### config.mk
export PLATFORM = sky130hd
export DESIGN_NAME = indexed_insert_delete_array
export DESIGN_NICKNAME = d
export VERILOG_FILES = /design/src/sv/idia_pkg.sv /design/src/sv/indexed_insert_delete_array.sv /design/src/sv/idia_mem.sv /design/src/sv/idia_ctrl.sv
export SDC_FILE = /design/constraint.sdc
export NUM_CORES = 2
export LEC_CHECK = 0
export BUFFER_PORTS_ARGS = -buffer_cell sky130_fd_sc_hd__buf_2
export CELL_PAD_IN_SITES_DETAIL_PLACEMENT = 0
export CELL_PAD_IN_SITES_GLOBAL_PLACEMENT = 2
export CORE_UTILIZATION = 48
export CTS_BUF_LIST = sky130_fd_sc_hd__clkbuf_4 sky130_fd_sc_hd__clkbuf_8 sky130_fd_sc_hd__clkbuf_16
export CTS_CLUSTER_SIZE = 40
export DETAILED_ROUTE_END_ITERATION = 10
export PLACE_DENSITY_LB_ADDON = 0.1
export SYNTH_ARGS = -nofsm -noshare
export SYNTH_HDL_FRONTEND = slang
export SYNTH_SLANG_ARGS = --single-unit
export TNS_END_PERCENT = 100
### constraint.sdc
create_clock -name clk_i -period 11.2 [get_ports clk_i]
set_input_delay 0 -clock clk_i [delete_from_list [all_inputs] [get_ports clk_i]]
set_output_delay 0 -clock clk_i [all_outputs]
set_load 0.01 [all_outputs]
### src/sv/idia_pkg.sv
// ----------------------------------------------------------------------------
// idia_pkg
// shared sizes, codes and bundle types of the indexed insert/delete array
// ----------------------------------------------------------------------------
package idia_pkg;

  localparam int CAPACITY    = 32;
  localparam int MAX_RESULTS = 32;

  localparam int ADDR_W   = $clog2(CAPACITY);
  localparam int LEN_W    = $clog2(CAPACITY + 1);
  localparam int IDX_W    = 6;
  localparam int CMP_W    = (LEN_W > IDX_W) ? LEN_W : IDX_W;
  localparam int WORD_W   = 32;
  localparam int STAT_W   = 2;
  localparam int MODE_W   = 2;
  localparam int POS_W    = 5;
  localparam int LENO_W   = 6;
  localparam int CFG_W    = 6;
  localparam int DUMP_MAX = (CAPACITY < MAX_RESULTS) ? CAPACITY : MAX_RESULTS;

  localparam logic [MODE_W-1:0] MODE_APPEND = 2'd0;
  localparam logic [MODE_W-1:0] MODE_INSERT = 2'd1;
  localparam logic [MODE_W-1:0] MODE_REMOVE = 2'd2;
  localparam logic [MODE_W-1:0] MODE_DUMP   = 2'd3;

  localparam logic [STAT_W-1:0] ST_OK        = 2'd0;
  localparam logic [STAT_W-1:0] ST_BAD_INDEX = 2'd1;
  localparam logic [STAT_W-1:0] ST_FULL      = 2'd2;
  localparam logic [STAT_W-1:0] ST_EMPTY     = 2'd3;

  typedef logic signed [WORD_W-1:0] word_t;

  typedef struct packed {
    logic              clear_all;
    logic              we;
    logic              clr;
    logic [ADDR_W-1:0] waddr;
    word_t             wdata;
    logic              re;
    logic [ADDR_W-1:0] raddr;
  } mem_req_t;

  typedef struct packed {
    logic              valid;
    logic [STAT_W-1:0] status;
    word_t             element;
    logic [POS_W-1:0]  position;
    logic [LENO_W-1:0] length_now;
    logic              last;
  } res_t;

endpackage

### src/sv/indexed_insert_delete_array.sv
// ----------------------------------------------------------------------------
// indexed_insert_delete_array
// ordered store of signed words with append, insert, remove and dump
//
//   port group  direction  handshake              payload
//   cfg         in         cfg_we_i               cfg_wdata_i (start length)
//   in          in         in_valid_i/in_stall_o  mode_i, index_i, value_i
//   out         out        out_valid_o/out_stall_i status_o, element_o,
//                                                 position_o, length_now_o,
//                                                 last_o
//
// append and any rejected item go straight to the result; insert and remove
// walk the shifted entries, and every entry moved costs a read and a write on
// the store (one write port, one registered read port).
// dump reads each entry emitted, then presents it (read latency of the
// store); a dump of an empty store returns the empty status.
// reset and a start length write clear all entries through per-entry valid
// bits at once: no clearing pass.
// an output stall holds the sequencer on its pending result; the next item
// is taken while the final result still waits in the output register.
// ----------------------------------------------------------------------------
module indexed_insert_delete_array import idia_pkg::*; (
  input  logic              clk_i,
  input  logic              rst_ni,
  input  logic              cfg_we_i,
  input  logic [CFG_W-1:0]  cfg_wdata_i,
  input  logic              in_valid_i,
  output logic              in_stall_o,
  input  logic [MODE_W-1:0] mode_i,
  input  logic [IDX_W-1:0]  index_i,
  input  word_t             value_i,
  output logic              out_valid_o,
  input  logic              out_stall_i,
  output logic [STAT_W-1:0] status_o,
  output word_t             element_o,
  output logic [POS_W-1:0]  position_o,
  output logic [LENO_W-1:0] length_now_o,
  output logic              last_o
);

  mem_req_t mem_req;
  word_t    rdata;
  res_t     res;
  logic     out_ready, out_load;
  logic     out_valid_q, out_valid_d;
  res_t     out_q;

  idia_ctrl u_ctrl (
    .clk_i       (clk_i),
    .rst_ni      (rst_ni),
    .cfg_we_i    (cfg_we_i),
    .cfg_wdata_i (cfg_wdata_i),
    .in_valid_i  (in_valid_i),
    .in_stall_o  (in_stall_o),
    .mode_i      (mode_i),
    .index_i     (index_i),
    .value_i     (value_i),
    .out_ready_i (out_ready),
    .res_o       (res),
    .mem_req_o   (mem_req),
    .rdata_i     (rdata)
  );

  idia_mem u_mem (
    .clk_i   (clk_i),
    .rst_ni  (rst_ni),
    .req_i   (mem_req),
    .rdata_o (rdata)
  );

  // output register frees up in the same cycle its item is taken
  assign out_ready   = !out_valid_q || !out_stall_i;
  assign out_load    = res.valid && out_ready;
  assign out_valid_d = out_load ? 1'b1 : (out_valid_q && out_stall_i);

  always_ff @(posedge clk_i or negedge rst_ni) begin
    if (!rst_ni) begin
      out_valid_q <= 1'b0;
    end else begin
      out_valid_q <= out_valid_d;
    end
  end

  always_ff @(posedge clk_i) begin
    if (out_load) begin
      out_q <= res;
    end
  end

  assign out_valid_o  = out_valid_q;
  assign status_o     = out_q.status;
  assign element_o    = out_q.element;
  assign position_o   = out_q.position;
  assign length_now_o = out_q.length_now;
  assign last_o       = out_q.last;

endmodule

### src/sv/idia_mem.sv
// ----------------------------------------------------------------------------
// idia_mem
// entry store: one write and one registered read port, per-entry valid bits
// ----------------------------------------------------------------------------
module idia_mem import idia_pkg::*; (
  input  logic     clk_i,
  input  logic     rst_ni,
  input  mem_req_t req_i,
  output word_t    rdata_o
);

  word_t              mem [CAPACITY];
  logic [CAPACITY-1:0] valid_q;
  word_t              rdata_q;
  logic               rvalid_q;

  always_ff @(posedge clk_i) begin
    if (req_i.we) begin
      mem[req_i.waddr] <= req_i.wdata;
    end
    if (req_i.re) begin
      rdata_q <= mem[req_i.raddr];
    end
  end

  // an entry never written since the last clear reads as zero
  always_ff @(posedge clk_i or negedge rst_ni) begin
    if (!rst_ni) begin
      valid_q  <= '0;
      rvalid_q <= 1'b0;
    end else begin
      if (req_i.clear_all) begin
        valid_q <= '0;
      end else if (req_i.we) begin
        valid_q[req_i.waddr] <= 1'b1;
      end else if (req_i.clr) begin
        valid_q[req_i.waddr] <= 1'b0;
      end
      if (req_i.re) begin
        rvalid_q <= valid_q[req_i.raddr];
      end
    end
  end

  assign rdata_o = rvalid_q ? rdata_q : '0;

endmodule

### src/sv/idia_ctrl.sv
// ----------------------------------------------------------------------------
// idia_ctrl
// sequencer: decodes an item, walks the store for shifts and dumps
// ----------------------------------------------------------------------------
module idia_ctrl import idia_pkg::*; (
  input  logic              clk_i,
  input  logic              rst_ni,
  input  logic              cfg_we_i,
  input  logic [CFG_W-1:0]  cfg_wdata_i,
  input  logic              in_valid_i,
  output logic              in_stall_o,
  input  logic [MODE_W-1:0] mode_i,
  input  logic [IDX_W-1:0]  index_i,
  input  word_t             value_i,
  input  logic              out_ready_i,
  output res_t              res_o,
  output mem_req_t          mem_req_o,
  input  word_t             rdata_i
);

  localparam logic [2:0] S_IDLE    = 3'd0;
  localparam logic [2:0] S_RD      = 3'd1;
  localparam logic [2:0] S_WR      = 3'd2;
  localparam logic [2:0] S_PUT     = 3'd3;
  localparam logic [2:0] S_FIN     = 3'd4;
  localparam logic [2:0] S_RESULT  = 3'd5;
  localparam logic [2:0] S_DUMP_RD = 3'd6;
  localparam logic [2:0] S_DUMP_WR = 3'd7;

  logic [2:0]        state_q, state_d;
  logic              ins_q, ins_d;
  logic [LEN_W-1:0]  ptr_q, ptr_d;
  logic [LEN_W-1:0]  len_q, len_d;
  logic [ADDR_W-1:0] idx_q, idx_d;
  word_t             val_q, val_d;
  logic [STAT_W-1:0] stat_q, stat_d;

  logic [LEN_W-1:0] ptr_inc, ptr_dec, len_inc, len_dec, dump_n;
  logic [CMP_W-1:0] idx_c, len_c;
  logic             full, dump_last;

  assign ptr_inc   = ptr_q + LEN_W'(1);
  assign ptr_dec   = ptr_q - LEN_W'(1);
  assign len_inc   = len_q + LEN_W'(1);
  assign len_dec   = len_q - LEN_W'(1);
  assign idx_c     = CMP_W'(index_i);
  assign len_c     = CMP_W'(len_q);
  assign full      = (len_q >= LEN_W'(CAPACITY));
  assign dump_n    = (len_q > LEN_W'(DUMP_MAX)) ? LEN_W'(DUMP_MAX) : len_q;
  assign dump_last = (ptr_inc == dump_n);

  assign in_stall_o = (state_q != S_IDLE);

  always_comb begin
    state_d = state_q;
    ins_d   = ins_q;
    ptr_d   = ptr_q;
    len_d   = len_q;
    idx_d   = idx_q;
    val_d   = val_q;
    stat_d  = stat_q;

    mem_req_o           = '0;
    mem_req_o.clear_all = cfg_we_i;

    res_o            = '0;
    res_o.length_now = LENO_W'(len_q);

    if (cfg_we_i) begin
      len_d = (CMP_W'(cfg_wdata_i) > CMP_W'(CAPACITY)) ? LEN_W'(CAPACITY)
                                                      : LEN_W'(cfg_wdata_i);
    end

    unique case (state_q)
      S_IDLE: begin
        if (in_valid_i) begin
          val_d   = value_i;
          idx_d   = ADDR_W'(index_i);
          stat_d  = ST_OK;
          state_d = S_RESULT;
          unique case (mode_i)
            MODE_APPEND: begin
              if (full) begin
                stat_d = ST_FULL;
              end else begin
                mem_req_o.we    = 1'b1;
                mem_req_o.waddr = len_q[ADDR_W-1:0];
                mem_req_o.wdata = value_i;
                len_d           = len_inc;
              end
            end
            MODE_INSERT: begin
              if (idx_c > len_c) begin
                stat_d = ST_BAD_INDEX;
              end else if (full) begin
                stat_d = ST_FULL;
              end else begin
                ins_d   = 1'b1;
                ptr_d   = len_q;
                state_d = S_RD;
              end
            end
            MODE_REMOVE: begin
              if (idx_c >= len_c) begin
                stat_d = ST_BAD_INDEX;
              end else begin
                ins_d   = 1'b0;
                ptr_d   = LEN_W'(index_i);
                state_d = S_RD;
              end
            end
            MODE_DUMP: begin
              if (dump_n == '0) begin
                stat_d = ST_EMPTY;
              end else begin
                ptr_d   = '0;
                state_d = S_DUMP_RD;
              end
            end
            default: ;
          endcase
        end
      end
      // shift loop: insert walks down from the top, remove walks up
      S_RD: begin
        if (ins_q) begin
          if (ptr_q > LEN_W'(idx_q)) begin
            mem_req_o.re    = 1'b1;
            mem_req_o.raddr = ptr_dec[ADDR_W-1:0];
            state_d         = S_WR;
          end else begin
            state_d = S_PUT;
          end
        end else begin
          if (ptr_inc < len_q) begin
            mem_req_o.re    = 1'b1;
            mem_req_o.raddr = ptr_inc[ADDR_W-1:0];
            state_d         = S_WR;
          end else begin
            state_d = S_FIN;
          end
        end
      end
      S_WR: begin
        mem_req_o.we    = 1'b1;
        mem_req_o.waddr = ptr_q[ADDR_W-1:0];
        mem_req_o.wdata = rdata_i;
        ptr_d           = ins_q ? ptr_dec : ptr_inc;
        state_d         = S_RD;
      end
      S_PUT: begin
        mem_req_o.we    = 1'b1;
        mem_req_o.waddr = idx_q;
        mem_req_o.wdata = val_q;
        len_d           = len_inc;
        state_d         = S_RESULT;
      end
      // vacated top cell goes back to zero
      S_FIN: begin
        mem_req_o.clr   = 1'b1;
        mem_req_o.waddr = len_dec[ADDR_W-1:0];
        len_d           = len_dec;
        state_d         = S_RESULT;
      end
      S_RESULT: begin
        res_o.valid  = 1'b1;
        res_o.status = stat_q;
        res_o.last   = 1'b1;
        if (out_ready_i) begin
          state_d = S_IDLE;
        end
      end
      S_DUMP_RD: begin
        mem_req_o.re    = 1'b1;
        mem_req_o.raddr = ptr_q[ADDR_W-1:0];
        state_d         = S_DUMP_WR;
      end
      S_DUMP_WR: begin
        res_o.valid    = 1'b1;
        res_o.status   = ST_OK;
        res_o.element  = rdata_i;
        res_o.position = POS_W'(ptr_q);
        res_o.last     = dump_last;
        if (out_ready_i) begin
          ptr_d   = ptr_inc;
          state_d = dump_last ? S_IDLE : S_DUMP_RD;
        end
      end
      default: state_d = S_IDLE;
    endcase
  end

  always_ff @(posedge clk_i or negedge rst_ni) begin
    if (!rst_ni) begin
      state_q <= S_IDLE;
      ins_q   <= 1'b0;
      ptr_q   <= '0;
      len_q   <= '0;
      stat_q  <= ST_OK;
    end else begin
      state_q <= state_d;
      ins_q   <= ins_d;
      ptr_q   <= ptr_d;
      len_q   <= len_d;
      stat_q  <= stat_d;
    end
  end

  always_ff @(posedge clk_i) begin
    idx_q <= idx_d;
    val_q <= val_d;
  end

endmodule
==> out/results.tsv <==
metric	value	unit
CTS max path bufs	3	
Post-synth EDFFs	1139	
fillers	8270	
n_diodes	0	
Setup CP Type	reg2reg	
syn_area_per_cell	13.19	µm²
root buf cell	clkbuf_16	
WP buf/inv	3	
clock skew	0.03504	ns
Reg power frac	40.0	%
layout cells sized above 1	10.73	%
Critical Path, Cell by Cell	inv_1 -> ha_1 -> ha_1 -> a21boi_0 -> o2111ai_1 -> nand3b_1 -> a211o_4 -> buf_12 -> and2_4 -> buf_12 -> nand2_1 -> a311oi_1 -> a311oi_1 -> nor4_1	
Clk Latency, worst-skew pair	0.73	ns
Worst Hold Path EP	u_ctrl.idx_q[3]$_DFFE_PP_	
CP endpoint kind	flop	
leakage power	18.86	nW
pre-CTS setup slack	5.494	ns
clock sinks	1191	
crit share post-route	52.91	%
RSZ-0062 raised after global routing	false	
Total Power	0.01417	W
Synth area leader	edfxtp_1	
Synth Area in Compound Gates	9.858	%
DR vias	33123	
synth warn	0	
reg-to-reg setup timing slack	5.27	ns
final instance area	0.05552	mm²
DR pass1 iterations	8	
simple-gate share of the synthesized area	13.66	%
post-CTS setup buffer count	0	
crit path launch type	flop	
setup tns final	0	ns
Hold Startpoint	index_i[3]	
switching share of power	34.78	%
endpoints failing hold	0	
first-pass GRT wire length	225400	µm
share of Yosys cell area claimed by the top area cell type	69.96	%
Peak Freq	168.8	MHz
FP Rows	116	
vias in the first global route	31328	
initial drt markers	3935	
share of the yosys chip area belonging to registers	72.62	%
Unique masters post-synth	72	
CP delay by family, top	buffers and inverters	
Switch Pwr	0.004927	W
Max FO, Critical Path	160	
post-synthesis mux area share	0.1715	%
routability cong.	0.8484	
Synth area leaders	edfxtp_1 (70%), nand2_1 (6.7%), a311oi_1 (4.6%)	
I/O pin cnt	99	
RR Startpoint	u_ctrl.ptr_q[0]$_DFFE_PN0P_	
Clk pwr share	30.2	%
Post-DP Area	0.05063	mm²
Int Pwr	0.009239	W
Final min period	5.926	ns
Initial Util	48.68	%
Pwr per Cell Area	255.1	mW/mm²
Final Slew Violations	0	
CP arrival	6.41	ns
post-synthesis async set-or-reset flop share	4.366	%
Hold WC Path Type	in2reg	
Net Count, Synth	3782	
Max Cap Viol	0	
Port-buffer cells	98	
Die H	321.1	µm
max incr delay on CP	0.69	ns
xor/xnor cell area share of the yosys netlist	0.2150	%
cells after synthesis	3706	
total gr overflow	0	
drt wl/cell	30.12	µm
CTS tree	yes	
actual slew at the worst max-slew pin	1.267	ns
register bit count reported by yosys	1191	
clk slew on worst S/H paths	0.06	ns
status	finished clean	
largest family of logic cells by synthesized area	simple AND/OR/NAND/NOR gates	
register area	0.03550	mm²
H-tree levels	3	
CTS Buf Count	121	
area grow syn2layout	13.56	%
initial antenna violation count	3	
reg2reg path depth	14	
Worst path slowest cell	dfrtp_1	
Die X	321.1	µm
All-Layer GR Usage	30.41	%
Setup-failing EPs final	0	
Rel. slew slack	15.56	%
adder-cell share of the synthesized area	0.6398	%
worst vdd ir	0.2012	mV
Synth Flop Type	edfxtp_1	
WP data required	11.68	ns
Die ar.	0.1031	mm²
final wirelength	157600	µm
Routed Antenna Nets	0	
area of the multi-input gates	0.01220	mm²
Gate power share	29.9	%
final worst setup slack	5.274	ns
Post-layout nets	3857	
largest net degree at the start of global routing	213	
Via density	6.330	
hold path depth	2	
Cell Area, Synth	0.04889	mm²
total core area	0.1004	mm²
FF-to-FF End	u_mem.rdata_q[1]$_DFFE_PP_	
DRC violations left	0	
Detail Placement HPWL	74930	µm
[worst max-delay path by stage]
stage / start / cells past startpoint / to
after global placement: u_ctrl.ptr_q[2]$_DFFE_PN0P_ / 14 / u_mem.rdata_q[13]$_DFFE_PP_
after detailed placement: u_ctrl.ptr_q[0]$_DFFE_PN0P_ / 13 / u_mem.rdata_q[18]$_DFFE_PP_
after CTS: u_ctrl.ptr_q[0]$_DFFE_PN0P_ / 13 / u_mem.rdata_q[18]$_DFFE_PP_
after global routing: u_ctrl.ptr_q[2]$_DFFE_PN0P_ / 13 / u_mem.rdata_q[16]$_DFFE_PP_
after floorplan: u_ctrl.state_q[1]$_DFFE_PN0P_ / 10 / u_mem.mem[26][0]$_DFFE_PP_
final: u_ctrl.ptr_q[0]$_DFFE_PN0P_ / 14 / u_mem.rdata_q[1]$_DFFE_PP_
[state kept, by name, indices dropped and copies added (netlist names)]
name            count
last_o              1
out_valid_o         1
u_ctrl.len_c        6
element_o          32
u_ctrl.idx_q        5
u_mem.mem        1024
u_mem.valid_q      32
length_now_o        6
u_ctrl.ins_q        1
u_ctrl.state_q      3
u_ctrl.stat_q       2
u_ctrl.ptr_q        6
u_mem.rvalid_q      1
status_o            2
position_o          5
u_ctrl.val_q       32
u_mem.rdata_q      32
[cell families after synthesis]
family	count (synthesis)
AO/OA/AOI/OAI	621
flip-flops	1191
XOR/XNOR	12
adder cells (fa/ha/maj)	25
AND/OR/NAND/NOR	1520
buffers and inverters	329
multiplexers	8
[layout make-up]
type	instances	area share, %
Tap cell	1357	3.058
Clock buffer	148	5.873
Sequential cell	1191	63.95
Timing Repair Buffer	230	3.119
Inverter	51	0.3651
Multi-Input combinational cell	2186	21.97
Clock inverter	70	1.663
[routing by layer]
| layer | up-vias | share of wire (%) | track usage, % |
|---|---|---|---|
| li1 | 14268 | - | - |
| met1 | 17038 | 43 | 44.05 |
| met2 | 1560 | 46 | 47.79 |
| met3 | 255 | 8.3 | 4.559 |
| met4 | 2 | 2.8 | 8.794 |
| met5 | - | 0.0082 | 0 |
[stage by stage]
step           std cells  util, %  hold WS, ns
2_1_floorplan       3706        -      -0.2956
3_3_place_gp        4945    50.41       0.1808
3_5_place_dp        4945    50.41       0.1910
4_1_cts             5233    55.28     0.004116
5_1_grt             5233    55.28      0.02473
6_report            5233    55.28      0.04527
[power groups by stage]
stage | registers (W) | logic, W | clock network [W]
floorplan | 0.00565 | 0.00279 | 0
global placement | 0.00574 | 0.00407 | 0
detailed placement | 0.00575 | 0.00413 | 0
CTS | 0.00566 | 0.00420 | 0.00432
global route | 0.00569 | 0.00457 | 0.00448
finish | 0.00566 | 0.00423 | 0.00427
[cell usage in the layout (no fill, tap or decap), types with 52 or more instances in the layout]
cell	Yosys	layout
a211oi_1	133	133
a21oi_1	63	62
a311oi_1	256	256
and3_1	135	135
buf_2	64	98
buf_4	8	56
clkbuf_16	0	122
dfrtp_1	52	52
dlygate4sd3_1	0	70
edfxtp_1	1139	1139
nand2_1	871	869
nand3_1	283	281
nor2_1	130	118
[cell usage after synthesis, types with 3 or more instances]
cell,n
edfxtp_1,1139
nand2_1,871
nand3_1,283
a311oi_1,256
clkbuf_1,192
and3_1,135
a211oi_1,133
nor2_1,130
buf_2,64
a21oi_1,63
dfrtp_1,52
o21ai_0,51
inv_1,49
a221o_1,37
nor4_1,34
ha_1,25
nor3_1,19
a31oi_1,12
o21a_1,10
buf_1,9
or3_1,9
buf_4,8
a221oi_1,7
xnor2_1,7
a21o_1,6
nor3b_1,6
and2_1,5
buf_6,5
mux2i_1,5
xor2_1,5
a21boi_0,4
a22oi_1,4
a41oi_1,4
nand3b_1,4
nand4_1,4
nor2b_1,4
o221ai_1,4
a22o_1,3
mux2_2,3
nand2b_1,3
[what timing repair did]
action                                  4_1_cts  5_1_grt
endpoints found under the hold margin       148        0
resized for setup                             0        0
endpoints found under the setup margin        0        0
hold buffers                                 70        0
No activity file was read; power rests on OpenSTA's default activity.
